<file path="config.mk">
export PLATFORM = sky130hd
export DESIGN_NAME = lehmer_rng_shuffle_picker_flat
export DESIGN_NICKNAME = d
export VERILOG_FILES = /design/src/hdl/lrsp_pkg.sv /design/src/hdl/lrsp_req_if.sv /design/src/hdl/lrsp_rsp_if.sv /design/src/hdl/lrsp_datapath.sv /design/src/hdl/lrsp_ctrl.sv /design/src/hdl/lehmer_rng_shuffle_picker.sv /design/src/flat_wrapper.sv
export SDC_FILE = /design/constraint.sdc
export NUM_CORES = 2
export LEC_CHECK = 0
export BUFFER_PORTS_ARGS = -buffer_cell sky130_fd_sc_hd__buf_2
export CAP_MARGIN = 5
export CORE_MARGIN = 2
export CORE_UTILIZATION = 64
export DETAILED_ROUTE_END_ITERATION = 10
export GPL_ROUTABILITY_DRIVEN = 0
export PLACE_DENSITY = 0.9
export SYNTH_ARGS = -nofsm -noshare
export SYNTH_HDL_FRONTEND = slang
export SYNTH_SLANG_ARGS = --single-unit
</file>
<file path="constraint.sdc">
create_clock -name clk -period 10.1 [get_ports clk]
set_input_delay 2.02 -clock clk [delete_from_list [all_inputs] [get_ports clk]]
set_output_delay 2.02 -clock clk [all_outputs]
set_load 0.01 [all_outputs]
</file>
<file path="src/hdl/lrsp_pkg.sv">
`default_nettype none
package lrsp_pkg;

	localparam int MAP_WORDS = 9;
	localparam int MAP_SLOTS = MAP_WORDS * 32;
	localparam int SLOT_W = $clog2(MAP_SLOTS + 1);

	localparam int OP_W = 2;
	localparam int SEED_W = 32;
	localparam int COUNT_W = 9;
	localparam int STEP_W = 16;
	localparam int RESULT_W = 32;

	localparam int PROD_W = 48;
	localparam int MUL_W = 16;
	localparam logic [MUL_W-1:0] LEHMER_MUL = MUL_W'(48271);
	localparam logic [31:0] MASK31 = 32'h7fff_ffff;
	localparam logic [31:0] SEED_BIT = 32'h0000_8000;
	localparam int GUARD_W = 11;
	localparam logic [GUARD_W-1:0] SKIP_LIMIT = GUARD_W'(1024);
	localparam logic [COUNT_W-1:0] SKIP_MIN_COUNT = COUNT_W'(4);
	localparam int DIV_CNT_W = 5;

	typedef enum logic [OP_W-1:0] {
		OP_SEED = 2'd0,
		OP_NEXT = 2'd1,
		OP_SHUF = 2'd2,
		OP_NONE = 2'd3
	} op_t;

	typedef enum logic [1:0] {
		MS_STATE,
		MS_SEED,
		MS_R
	} mul_src_t;

	typedef enum logic [3:0] {
		ST_IDLE,
		ST_DECODE,
		ST_STATE_MUL,
		ST_STATE_FOLD,
		ST_RED,
		ST_RED_MUL,
		ST_RED_FOLD,
		ST_SKIP_MUL,
		ST_SKIP_FOLD,
		ST_SKIP_DIV,
		ST_SKIP_CHK,
		ST_DRAW_MUL,
		ST_DRAW_FOLD,
		ST_DRAW_DIV,
		ST_WALK_INIT,
		ST_WALK
	} state_t;

	typedef struct packed {
		logic     accept;
		logic     mul_en;
		mul_src_t mul_src;
		logic     fold_to_state;
		logic     fold_to_r;
		logic     fold_to_t;
		logic     div_load;
		logic     div_by_count;
		logic     div_step;
		logic     red_sub;
		logic     skip_take;
		logic     walk_init;
		logic     walk_step;
		logic     draw_next;
	} cmd_t;

	typedef struct packed {
		op_t  op;
		logic bad;
		logic step_ge;
		logic count_ge4;
		logic div_done;
		logic skip_hit;
		logic walk_found;
		logic step_zero;
	} status_t;

	function automatic logic [31:0] lehmer_fold(input logic [PROD_W-1:0] p);
		logic [31:0] y;
		y = 32'(p[30:0]) + 32'(p[PROD_W-1:31]);
		return 32'(y[30:0]) + 32'(y[31]);
	endfunction

endpackage
`default_nettype wire

</file>
<file path="src/hdl/lrsp_req_if.sv">
`default_nettype none
interface lrsp_req_if;
	logic                            valid;
	logic                            ready;
	logic [lrsp_pkg::OP_W-1:0]       opcode;
	logic [lrsp_pkg::SEED_W-1:0]     seed_value;
	logic [lrsp_pkg::COUNT_W-1:0]    item_count;
	logic [lrsp_pkg::STEP_W-1:0]     play_step;

	modport source (output valid, opcode, seed_value, item_count, play_step, input ready);
	modport sink (input valid, opcode, seed_value, item_count, play_step, output ready);
endinterface
`default_nettype wire

</file>
<file path="src/hdl/lrsp_rsp_if.sv">
`default_nettype none
interface lrsp_rsp_if;
	logic                            valid;
	logic                            ready;
	logic [lrsp_pkg::RESULT_W-1:0]   result_value;
	logic                            bad_count;

	modport source (output valid, result_value, bad_count, input ready);
	modport sink (input valid, result_value, bad_count, output ready);
endinterface
`default_nettype wire

</file>
<file path="src/hdl/lrsp_datapath.sv">
`default_nettype none
module lrsp_datapath (
	input  wire                              clk,
	input  wire                              arst_n,
	input  wire lrsp_pkg::cmd_t              cmd,
	output lrsp_pkg::status_t                status,
	input  wire [lrsp_pkg::OP_W-1:0]         opcode,
	input  wire [lrsp_pkg::SEED_W-1:0]       seed_value,
	input  wire [lrsp_pkg::COUNT_W-1:0]      item_count,
	input  wire [lrsp_pkg::STEP_W-1:0]       play_step,
	output logic [lrsp_pkg::RESULT_W-1:0]    result_value,
	output logic                             bad_count
);

	logic [31:0]                       state_q;
	logic [31:0]                       r_q;
	logic [31:0]                       t_q;
	logic [31:0]                       seed_q;
	lrsp_pkg::op_t                     op_q;
	logic [lrsp_pkg::COUNT_W-1:0]      count_q;
	logic [lrsp_pkg::COUNT_W-1:0]      remc_q;
	logic [lrsp_pkg::STEP_W-1:0]       step_q;
	logic [lrsp_pkg::GUARD_W-1:0]      guard_q;
	logic [lrsp_pkg::PROD_W-1:0]       prod_s1;
	logic [31:0]                       fold;
	logic [31:0]                       mul_in;
	logic [31:0]                       dv_q;
	logic [lrsp_pkg::COUNT_W-1:0]      dsr_q;
	logic [lrsp_pkg::COUNT_W-1:0]      rm_q;
	logic [lrsp_pkg::DIV_CNT_W-1:0]    dcnt_q;
	logic [lrsp_pkg::COUNT_W:0]        div_tmp;
	logic [lrsp_pkg::MAP_SLOTS-1:0]    map_q;
	logic [lrsp_pkg::SLOT_W-1:0]       v_q;
	logic [lrsp_pkg::COUNT_W-1:0]      k_q;
	logic                              slot_busy;
	logic [31:0]                       result_q;
	logic                              bad_q;

	assign fold = lrsp_pkg::lehmer_fold(prod_s1);

	always_comb begin
		case (cmd.mul_src)
			lrsp_pkg::MS_SEED: mul_in = ((state_q + seed_q) | lrsp_pkg::SEED_BIT) & lrsp_pkg::MASK31;
			lrsp_pkg::MS_R:    mul_in = r_q;
			default:           mul_in = state_q;
		endcase
	end

	assign div_tmp = {rm_q, dv_q[31]};
	assign slot_busy = (v_q < lrsp_pkg::SLOT_W'(lrsp_pkg::MAP_SLOTS)) ?
		map_q[v_q[$clog2(lrsp_pkg::MAP_SLOTS)-1:0]] : 1'b0;

	always_comb begin
		status.op         = op_q;
		status.bad        = (count_q == '0) ||
			(32'(count_q) >= 32'(lrsp_pkg::MAP_SLOTS));
		status.step_ge    = step_q >= lrsp_pkg::STEP_W'(count_q);
		status.count_ge4  = count_q >= lrsp_pkg::SKIP_MIN_COUNT;
		status.div_done   = dcnt_q == '1;
		status.skip_hit   = (rm_q == '0) && (guard_q < lrsp_pkg::SKIP_LIMIT);
		status.walk_found = !slot_busy && (k_q == '0);
		status.step_zero  = step_q == '0;
	end

	// generator state is the only register with a defined reset value
	always_ff @(posedge clk or negedge arst_n) begin
		if (!arst_n) begin
			state_q <= '0;
		end else if (cmd.fold_to_state) begin
			state_q <= fold;
		end
	end

	always_ff @(posedge clk) begin
		if (cmd.accept) begin
			op_q     <= lrsp_pkg::op_t'(opcode);
			seed_q   <= seed_value;
			count_q  <= item_count;
			remc_q   <= item_count;
			step_q   <= play_step;
			r_q      <= state_q;
			guard_q  <= '0;
			map_q    <= '0;
			result_q <= '0;
			bad_q    <= (opcode == lrsp_pkg::OP_SHUF) && ((item_count == '0) ||
				(32'(item_count) >= 32'(lrsp_pkg::MAP_SLOTS)));
		end
		if (cmd.mul_en) begin
			prod_s1 <= lrsp_pkg::PROD_W'(mul_in) * lrsp_pkg::PROD_W'(lrsp_pkg::LEHMER_MUL);
		end
		if (cmd.fold_to_state) begin
			result_q <= fold;
		end
		if (cmd.fold_to_r) begin
			r_q <= fold;
		end
		if (cmd.fold_to_t) begin
			t_q <= fold;
		end
		if (cmd.red_sub) begin
			step_q <= step_q - lrsp_pkg::STEP_W'(count_q);
		end
		if (cmd.skip_take) begin
			r_q     <= t_q;
			guard_q <= guard_q + 1'b1;
		end
		// restoring remainder, one dividend bit per cycle
		if (cmd.div_load) begin
			dv_q   <= fold;
			dsr_q  <= cmd.div_by_count ? count_q : remc_q;
			rm_q   <= '0;
			dcnt_q <= '0;
		end else if (cmd.div_step) begin
			dv_q   <= {dv_q[30:0], 1'b0};
			dcnt_q <= dcnt_q + 1'b1;
			if (div_tmp >= {1'b0, dsr_q}) begin
				rm_q <= lrsp_pkg::COUNT_W'(div_tmp - {1'b0, dsr_q});
			end else begin
				rm_q <= div_tmp[lrsp_pkg::COUNT_W-1:0];
			end
		end
		// slot walk: skip used slots, count down free ones
		if (cmd.walk_init) begin
			v_q <= '0;
			k_q <= rm_q;
		end else if (cmd.walk_step) begin
			if (slot_busy) begin
				v_q <= v_q + 1'b1;
			end else if (k_q == '0) begin
				if (v_q < lrsp_pkg::SLOT_W'(lrsp_pkg::MAP_SLOTS)) begin
					map_q[v_q[$clog2(lrsp_pkg::MAP_SLOTS)-1:0]] <= 1'b1;
				end
				result_q <= 32'(v_q);
			end else begin
				k_q <= k_q - 1'b1;
				v_q <= v_q + 1'b1;
			end
		end
		if (cmd.draw_next) begin
			step_q <= step_q - 1'b1;
			remc_q <= remc_q - 1'b1;
		end
	end

	assign result_value = result_q;
	assign bad_count    = bad_q;

endmodule
`default_nettype wire

</file>
<file path="src/hdl/lrsp_ctrl.sv">
`default_nettype none
module lrsp_ctrl (
	input  wire                    clk,
	input  wire                    arst_n,
	input  wire                    in_valid,
	output logic                   in_ready,
	output logic                   out_valid,
	input  wire                    out_ready,
	input  wire lrsp_pkg::status_t status,
	output lrsp_pkg::cmd_t         cmd
);

	lrsp_pkg::state_t state_q, state_nxt;
	logic             out_q, out_nxt;

	always_ff @(posedge clk or negedge arst_n) begin
		if (!arst_n) begin
			state_q <= lrsp_pkg::ST_IDLE;
			out_q   <= 1'b0;
		end else begin
			state_q <= state_nxt;
			out_q   <= out_nxt;
		end
	end

	// result hold is folded into ST_IDLE with out_q set
	always_comb begin
		state_nxt = state_q;
		out_nxt   = out_q;
		case (state_q)
			lrsp_pkg::ST_IDLE: begin
				if (out_q) begin
					if (out_ready) out_nxt = 1'b0;
				end else if (in_valid) begin
					state_nxt = lrsp_pkg::ST_DECODE;
				end
			end
			lrsp_pkg::ST_DECODE: begin
				case (status.op)
					lrsp_pkg::OP_SEED, lrsp_pkg::OP_NEXT: state_nxt = lrsp_pkg::ST_STATE_MUL;
					lrsp_pkg::OP_SHUF: begin
						if (status.bad) begin
							state_nxt = lrsp_pkg::ST_IDLE;
							out_nxt   = 1'b1;
						end else begin
							state_nxt = lrsp_pkg::ST_RED;
						end
					end
					default: begin
						state_nxt = lrsp_pkg::ST_IDLE;
						out_nxt   = 1'b1;
					end
				endcase
			end
			lrsp_pkg::ST_STATE_MUL:  state_nxt = lrsp_pkg::ST_STATE_FOLD;
			lrsp_pkg::ST_STATE_FOLD: begin
				state_nxt = lrsp_pkg::ST_IDLE;
				out_nxt   = 1'b1;
			end
			lrsp_pkg::ST_RED: begin
				if (status.step_ge) state_nxt = lrsp_pkg::ST_RED_MUL;
				else if (status.count_ge4) state_nxt = lrsp_pkg::ST_SKIP_MUL;
				else state_nxt = lrsp_pkg::ST_DRAW_MUL;
			end
			lrsp_pkg::ST_RED_MUL:   state_nxt = lrsp_pkg::ST_RED_FOLD;
			lrsp_pkg::ST_RED_FOLD:  state_nxt = lrsp_pkg::ST_RED;
			lrsp_pkg::ST_SKIP_MUL:  state_nxt = lrsp_pkg::ST_SKIP_FOLD;
			lrsp_pkg::ST_SKIP_FOLD: state_nxt = lrsp_pkg::ST_SKIP_DIV;
			lrsp_pkg::ST_SKIP_DIV:  if (status.div_done) state_nxt = lrsp_pkg::ST_SKIP_CHK;
			lrsp_pkg::ST_SKIP_CHK: begin
				state_nxt = status.skip_hit ? lrsp_pkg::ST_SKIP_MUL : lrsp_pkg::ST_DRAW_MUL;
			end
			lrsp_pkg::ST_DRAW_MUL:  state_nxt = lrsp_pkg::ST_DRAW_FOLD;
			lrsp_pkg::ST_DRAW_FOLD: state_nxt = lrsp_pkg::ST_DRAW_DIV;
			lrsp_pkg::ST_DRAW_DIV:  if (status.div_done) state_nxt = lrsp_pkg::ST_WALK_INIT;
			lrsp_pkg::ST_WALK_INIT: state_nxt = lrsp_pkg::ST_WALK;
			lrsp_pkg::ST_WALK: begin
				if (status.walk_found) begin
					if (status.step_zero) begin
						state_nxt = lrsp_pkg::ST_IDLE;
						out_nxt   = 1'b1;
					end else begin
						state_nxt = lrsp_pkg::ST_DRAW_MUL;
					end
				end
			end
			default: state_nxt = lrsp_pkg::ST_IDLE;
		endcase
	end

	always_comb begin
		cmd           = '0;
		cmd.mul_src   = lrsp_pkg::MS_R;
		in_ready      = (state_q == lrsp_pkg::ST_IDLE) && !out_q;
		out_valid     = (state_q == lrsp_pkg::ST_IDLE) && out_q;
		case (state_q)
			lrsp_pkg::ST_IDLE:       cmd.accept = in_valid && !out_q;
			lrsp_pkg::ST_STATE_MUL: begin
				cmd.mul_en  = 1'b1;
				cmd.mul_src = (status.op == lrsp_pkg::OP_SEED) ?
					lrsp_pkg::MS_SEED : lrsp_pkg::MS_STATE;
			end
			lrsp_pkg::ST_STATE_FOLD: cmd.fold_to_state = 1'b1;
			lrsp_pkg::ST_RED:        cmd.red_sub = status.step_ge;
			lrsp_pkg::ST_RED_MUL:    cmd.mul_en = 1'b1;
			lrsp_pkg::ST_RED_FOLD:   cmd.fold_to_r = 1'b1;
			lrsp_pkg::ST_SKIP_MUL:   cmd.mul_en = 1'b1;
			lrsp_pkg::ST_SKIP_FOLD: begin
				cmd.fold_to_t    = 1'b1;
				cmd.div_load     = 1'b1;
				cmd.div_by_count = 1'b1;
			end
			lrsp_pkg::ST_SKIP_DIV:   cmd.div_step = 1'b1;
			lrsp_pkg::ST_SKIP_CHK:   cmd.skip_take = status.skip_hit;
			lrsp_pkg::ST_DRAW_MUL:   cmd.mul_en = 1'b1;
			lrsp_pkg::ST_DRAW_FOLD: begin
				cmd.fold_to_r = 1'b1;
				cmd.div_load  = 1'b1;
			end
			lrsp_pkg::ST_DRAW_DIV:   cmd.div_step = 1'b1;
			lrsp_pkg::ST_WALK_INIT:  cmd.walk_init = 1'b1;
			lrsp_pkg::ST_WALK: begin
				cmd.walk_step = 1'b1;
				cmd.draw_next = status.walk_found && !status.step_zero;
			end
			default: ;
		endcase
	end

endmodule
`default_nettype wire

</file>
<file path="src/hdl/lehmer_rng_shuffle_picker.sv">
`default_nettype none
// Lehmer (x48271 mod 2^31-1) generator with a shuffle picker. One transaction in gives
// one transaction out; one item is worked at a time and req.ready stays low from
// acceptance until the cycle after the result has been taken. Seed and next pass
// through decode, multiply and fold before presenting their result. Shuffle runs on one
// 32x16 multiplier and a one-bit-per-cycle remainder unit. Each advance is a multiply
// state and then a fold state. A remainder is followed by a check state in a skip test
// and by the slot walk in a draw, which visits one map bit per cycle. Bad counts return
// right after the decode cycle.
module lehmer_rng_shuffle_picker (
	input  wire      clk,
	input  wire      arst_n,
	lrsp_req_if.sink   req,
	lrsp_rsp_if.source rsp
);

	lrsp_pkg::cmd_t    cmd;
	lrsp_pkg::status_t status;

	lrsp_ctrl u_ctrl (
		.clk       (clk),
		.arst_n    (arst_n),
		.in_valid  (req.valid),
		.in_ready  (req.ready),
		.out_valid (rsp.valid),
		.out_ready (rsp.ready),
		.status    (status),
		.cmd       (cmd)
	);

	lrsp_datapath u_dp (
		.clk          (clk),
		.arst_n       (arst_n),
		.cmd          (cmd),
		.status       (status),
		.opcode       (req.opcode),
		.seed_value   (req.seed_value),
		.item_count   (req.item_count),
		.play_step    (req.play_step),
		.result_value (rsp.result_value),
		.bad_count    (rsp.bad_count)
	);

endmodule
`default_nettype wire
</file>
<file path="src/flat_wrapper.sv">
// flat-port wrapper written by rule: the top's interface ports become plain ports
module lehmer_rng_shuffle_picker_flat 
  (clk, arst_n, req_valid, req_opcode, req_seed_value, req_item_count, req_play_step, req_ready, rsp_valid, rsp_result_value, rsp_bad_count, rsp_ready);
  lrsp_req_if req_i ();
  lrsp_rsp_if rsp_i ();
  input  wire clk;
  input  wire arst_n;
  input wire logic [$bits(req_i.valid)-1:0] req_valid;
  input wire logic [$bits(req_i.opcode)-1:0] req_opcode;
  input wire logic [$bits(req_i.seed_value)-1:0] req_seed_value;
  input wire logic [$bits(req_i.item_count)-1:0] req_item_count;
  input wire logic [$bits(req_i.play_step)-1:0] req_play_step;
  output wire logic [$bits(req_i.ready)-1:0] req_ready;
  output wire logic [$bits(rsp_i.valid)-1:0] rsp_valid;
  output wire logic [$bits(rsp_i.result_value)-1:0] rsp_result_value;
  output wire logic [$bits(rsp_i.bad_count)-1:0] rsp_bad_count;
  input wire logic [$bits(rsp_i.ready)-1:0] rsp_ready;
  assign req_i.valid = req_valid;
  assign req_i.opcode = req_opcode;
  assign req_i.seed_value = req_seed_value;
  assign req_i.item_count = req_item_count;
  assign req_i.play_step = req_play_step;
  assign req_ready = req_i.ready;
  assign rsp_valid = rsp_i.valid;
  assign rsp_result_value = rsp_i.result_value;
  assign rsp_bad_count = rsp_i.bad_count;
  assign rsp_i.ready = rsp_ready;
  lehmer_rng_shuffle_picker u_core (.clk(clk), .arst_n(arst_n), .req(req_i), .rsp(rsp_i));
endmodule
</file>
# Word level (Yosys, flattened, before mapping)
# Index checks and enable logic that the tools add are counted.
# Widths: inputs -> output; s select.
# classes
n_mux	70
n_addsub	11
multipliers	1
bitwise_logic	1
eq_ne	32
n_reduce_logical	36
order_cmp	9
# ops
op	n
$mux 288	6
$mux 32	11
$or 288x288->288	1
$mux 9	10
$pmux 32 s2	1
$pmux 4 s16	1
$mul 32x16->48 const B	1
$mux 16	3
$logic_not 9->1	4
$mux 4	9
$add 31x1->32	1
$add 31x17->32	1
$eq 4x4->1 const B	8
$add 31x31->31	1
$mux 11	2
$mux 1	19
$ge 9x9->1 const B	2
$sub 9x1->9 const B	2
$eq 4x3->1 const B	4
$ge 16x9->1	1
$logic_not 16->1	1
$sub 16x1->16 const B	1
$sub 16x9->16	1
$ne 2x2->1 const B	6
37 further kinds	63
# word_totals
reg_bits	621
output_inout_bits	35
in_bits	63
word_cells	181

# Logic depth before layout (Yosys ltp)
# depth
ltp_word	10
mapped_depth	37
mapped_depth_nobuf	37

# Hierarchy
# A second synthesis with hierarchy kept.
# unflattened
cells_unflattened	3881
area_unflattened_um2	39257.7
# by_module_without_submodules
mod	seq_area_each_um2	instances	cells_per_inst	area_per_inst_um2
lrsp_datapath	14904.3	1	3799	38650.8
lrsp_ctrl	125.1	1	82	606.8

# Least setup slack after synthesis
# No wires, ideal clock.
# synth_timing
kind	reg-to-reg
start	register u_core.u_dp.state_q[1]
end	register u_core.u_dp.prod_s1[46] (netlist bit), data pin
path_buffers	0
slack_ns	1.787
required_time_ns	9.841
period_less_slack_ns	8.313
stages_incl_launch_ff	32
t_arrival_ns	8.054
setup_time_ns	0.259
cell_sequence	dfrtp_1 > ha_1 > a21o_1 > a21o_1 > a2111oi_0 > o21bai_1 > a211oi_1 > o21ai_0 > a21oi_1 > xor2_1 > o211ai_1 > o21ai_0 > inv_1 > fa_1 > fa_1 > fa_1 > fa_1 > inv_1 > fa_1 > fa_1 > inv_1 > ha_1 > a21o_1 > a21o_1 > a21oi_1 > o21ai_0 > nand3_1 > nand2_1 > a221oi_1 > o21a_1 > o21ai_0 > a211o_1
# synth_via
elab_chain_len	3
# synth_rtl
item	line	source
start, declared	lrsp_datapath.sv:15	logic [31:0] state_q;
start signal, assigned	lrsp_datapath.sv:70	state_q <= fold;
$add 31x31->31	lrsp_datapath.sv:43	lrsp_pkg::MS_SEED: mul_in = ((state_q + seed_q) | lrsp_pkg::SEED_BIT) & lrsp_pkg::MASK31;
$pmux 32 s2 *	lrsp_datapath.sv:42	case (cmd.mul_src)
$mul 32x16->48 *	lrsp_datapath.sv:89	prod_s1 <= lrsp_pkg::PROD_W'(mul_in) * lrsp_pkg::PROD_W'(lrsp_pkg::LEHMER_MUL);
end signal, assigned	lrsp_datapath.sv:89	
end, declared	lrsp_datapath.sv:24	logic [lrsp_pkg::PROD_W-1:0] prod_s1;
# Mark *: on every way between the ends. The rest lies on a longest branch, timed or not.
# A chain may end at the register's enable or synchronous reset.

# Worst setup path in the final report
# layout_timing
start	register u_core.u_dp.state_q[1]
end	register u_core.u_dp.prod_s1[44] (netlist bit), data pin
# Same word-level chain as after synthesis.

==> flow_metrics.env <==
export IMPL_status="complete, no violations"
export IMPL_cap_violations=0
export IMPL_synth_xor_area_frac=0.0380
export IMPL_syn_to_final_growth_pct=7.27
export IMPL_n_fill_cell=4055
export IMPL_pin_count=98
export IMPL_final_cell_mix="nand2_1 (655), inv_1 (388), dfxtp_1 (341), ha_1 (267), o21ai_1 (245)"
export IMPL_synth_compound_area_frac=0.141
export IMPL_rsz0062_at_grt="false"
export IMPL_yosys_mux_area_fraction=0.0569
export IMPL_synth_area_sq_um=39200
export IMPL_path_buf_inv=3
export IMPL_worstHoldPathType="flip-flop to flip-flop"
export IMPL_multi_input_area_sq_um=21800
export IMPL_regArea_sq_um=15000
export IMPL_rows=90
export IMPL_grt_total_usage=0.348
export IMPL_clk_latency_ps=660
export IMPL_slowest_delay_ps=710
export IMPL_cp_common_cell="fa_1"
export IMPL_drt_vias_per_instance=6.52
export IMPL_final_common_cell="nand2_1"
export IMPL_cts_buffers_inserted=59
export IMPL_period_needed_ps=9470
export IMPL_hpwlAfterDp_um=78000
export IMPL_nNetsFinal=4614
export IMPL_post_cts_resize_count=0
export IMPL_cts_root_buf="clkbuf_16"
export IMPL_die_w_um=251
export IMPL_synthArstFlopShare=0.0596
export IMPL_yosys_warnings=0
export IMPL_antenna_found_initial=2
export IMPL_critPathSlowestCell="o41ai_1"
export IMPL_path_clk_slew_ps=70
export IMPL_cts_sinks=621
export IMPL_first_pass_iters=8
export IMPL_setup_viol=0
export IMPL_dieArea_sq_um=63200
export IMPL_synthAdderAreaFrac=0.185
export IMPL_start_kind="flip-flop"
export IMPL_synth_flop_cell="dfxtp_1"
export IMPL_grt_max_degree=242
export IMPL_synth_edf_count=241
export IMPL_clk_path_buf_depth=3
export IMPL_drtAntennaViolNets=0
export IMPL_hold_viol=0
export IMPL_worstSetupEndpointType="flip-flop"
export IMPL_synth_cells=4065
export IMPL_drt_iter0_markers=3880
export IMPL_wl_per_cell_um=22.7
export IMPL_first_global_vias=31900
export IMPL_vias=32000
export IMPL_ys_seq_area_frac=0.383
export IMPL_synth_fp_nets=4591
export IMPL_cp_required_ps=10490
export IMPL_tightest_slew_ps=1200
export IMPL_skew_ps=52.4
export IMPL_worst_path_max_fanout=5
export IMPL_core_area_sq_um=60500
export IMPL_htree_levels=2
export IMPL_critPathTopFamily="adder cells"
export IMPL_placedInstanceArea_sq_um=40100
export IMPL_wl_um=111000
export IMPL_cts_hold_buffers_added=0
export IMPL_final_area_sq_um=42000
export IMPL_path_class="flip-flop to flip-flop"
export IMPL_syn_avg_cell_area_sq_um=9.64
export IMPL_ys_types=84
export IMPL_timing_final_crit_share=0.937
export IMPL_floorplan_initialDensity=0.648
export IMPL_drv_slew=0
export IMPL_yosys_area_share_simple=0.134
export IMPL_synth_top_family_by_area="adder cells"
export IMPL_relSlewSlack=0.197
export IMPL_drc=0
export IMPL_grt_first_pass_wirelength_um=172000
export IMPL_final_setup_tns_ps=0
export IMPL_grt_ovfl_total=0
export IMPL_numPortBuffers=96
export IMPL_arrival_ps=9850
export IMPL_drive_above_1_share=0.0878
export IMPL_max_freq_mhz=106
export IMPL_postCtsSetupBuffers=0
export IMPL_cts_tree="yes"
export IMPL_die_h_um=251
export IMPL_ys_ff_latch=621
cell usage after synthesis, types with 11 or more instances:
| master | count | share of area |
|---|---|---|
| buf_2 | 19 | 0.0024 |
| o21bai_1 | 17 | 0.0033 |
| and3_1 | 38 | 0.0061 |
| nor2_1 | 215 | 0.021 |
| o21ai_1 | 245 | 0.031 |
| a21o_1 | 82 | 0.016 |
| inv_1 | 389 | 0.037 |
| o21a_1 | 27 | 0.0052 |
| a22o_1 | 17 | 0.0038 |
| xor2_1 | 67 | 0.015 |
| ha_1 | 267 | 0.085 |
| nor4_1 | 12 | 0.0019 |
| nor2b_1 | 34 | 0.0054 |
| and2_1 | 11 | 0.0018 |
| edfxtp_1 | 241 | 0.18 |
| a31oi_1 | 31 | 0.0049 |
| dfxtp_1 | 343 | 0.18 |
| nand2_1 | 656 | 0.063 |
| clkbuf_1 | 118 | 0.011 |
| nand2b_1 | 27 | 0.0043 |
| fa_1 | 196 | 0.10 |
| or3_1 | 17 | 0.0027 |
| xnor2_1 | 103 | 0.023 |
| mux2i_1 | 35 | 0.0089 |
| buf_1 | 11 | 0.0011 |
| nor3_1 | 53 | 0.0068 |
| nand4_1 | 14 | 0.0022 |
| o22ai_1 | 17 | 0.0027 |
| buf_6 | 29 | 0.0083 |
| a211oi_1 | 11 | 0.0021 |
| nand3_1 | 67 | 0.0086 |
| o21ai_0 | 171 | 0.022 |
| dfrtp_1 | 37 | 0.024 |
| a21oi_1 | 181 | 0.023 |
| mux4_2 | 79 | 0.045 |
kinds of logic after synthesis:
kind of cell / count (synthesis)
fa+ha+maj: 463
simple gates: 1199
mux: 123
xor+xnor: 170
flops: 621
compound gates: 920
buf+inv: 569
registers in the layout (all words and copies together) (netlist names), 4 cells and up:
| name | flops |
|---|---|
| u_core.u_ctrl.state_q | 4 |
| u_core.u_dp.guard_q | 11 |
| u_core.u_dp.result_value | 32 |
| u_core.u_dp.count_q | 9 |
| u_core.u_dp.r_q | 32 |
| u_core.u_dp.state_q | 32 |
| u_core.u_dp.v_q | 9 |
| u_core.u_dp.step_q | 16 |
| u_core.u_dp.rm_q | 9 |
| u_core.u_dp.t_q | 32 |
| u_core.u_dp.map_q | 288 |
| u_core.u_dp.dsr_q | 9 |
| u_core.u_dp.dcnt_q | 5 |
| u_core.u_dp.prod_s1 | 48 |
| u_core.u_dp.dv_q | 32 |
| u_core.u_dp.remc_q | 9 |
| u_core.u_dp.seed_q | 31 |
| u_core.u_dp.k_q | 9 |
worst paths after layout:
check | to | slack [ps] | cells past startpoint | startpoint
max | u_core.u_dp.prod_s1[44]$_DFFE_PP_ | 630 | 30 | u_core.u_dp.state_q[1]$_DFFE_PN0P_
min | u_core.u_dp.map_q[238]$_DFF_P_ | 440 | 2 | u_core.u_dp.map_q[238]$_DFF_P_
max reg2reg | u_core.u_dp.prod_s1[44]$_DFFE_PP_ | 630 | 30 | u_core.u_dp.state_q[1]$_DFFE_PN0P_
min reg2reg | u_core.u_dp.map_q[238]$_DFF_P_ | 440 | 2 | u_core.u_dp.map_q[238]$_DFF_P_
max in group asynchronous | u_core.u_dp.state_q[16]$_DFFE_PN0P_ | 7910 | 1 | arst_n
min in group asynchronous | u_core.u_dp.state_q[23]$_DFFE_PN0P_ | 1520 | 1 | arst_n
final cells by class:
cell class	count	share of cell area
sequential	621	0.358
clock inverter	17	0.00434
antenna	1	0.0000595
tap	782	0.0233
clock buffer	91	0.0407
timing repair buffer	141	0.0198
multi-input combinational	2875	0.519
inverter	390	0.0348
per-stage QoR:
step	setup WS (ps)	hold slack, ps	util	instances
detailed placement	751	438	0.664	4809
CTS	678	446	0.695	4917
floorplan	1790	410	-	4065
global route	29.1	466	0.695	4917
global placement	969	430	0.664	4809
finish	634	442	0.695	4918
worst min-delay path, cell delays in order (launching register included):
cell,delay [ps]
dfxtp_1,310
nand2_1,40
o21ai_1,50
routing by layer:
metal / vias up / GRT usage / routed length, um
met4: 2 / 0.239 / 8740
met5: - / 0 / 9
met2: 2210 / 0.553 / 50800
li1: 14100 / - / -
met1: 15200 / 0.425 / 39000
met3: 565 / 0.0802 / 12900
Power is left out: the tool's default activity adds up to more than one toggle a clock period on the data nets, which glitch-free logic cannot reach.
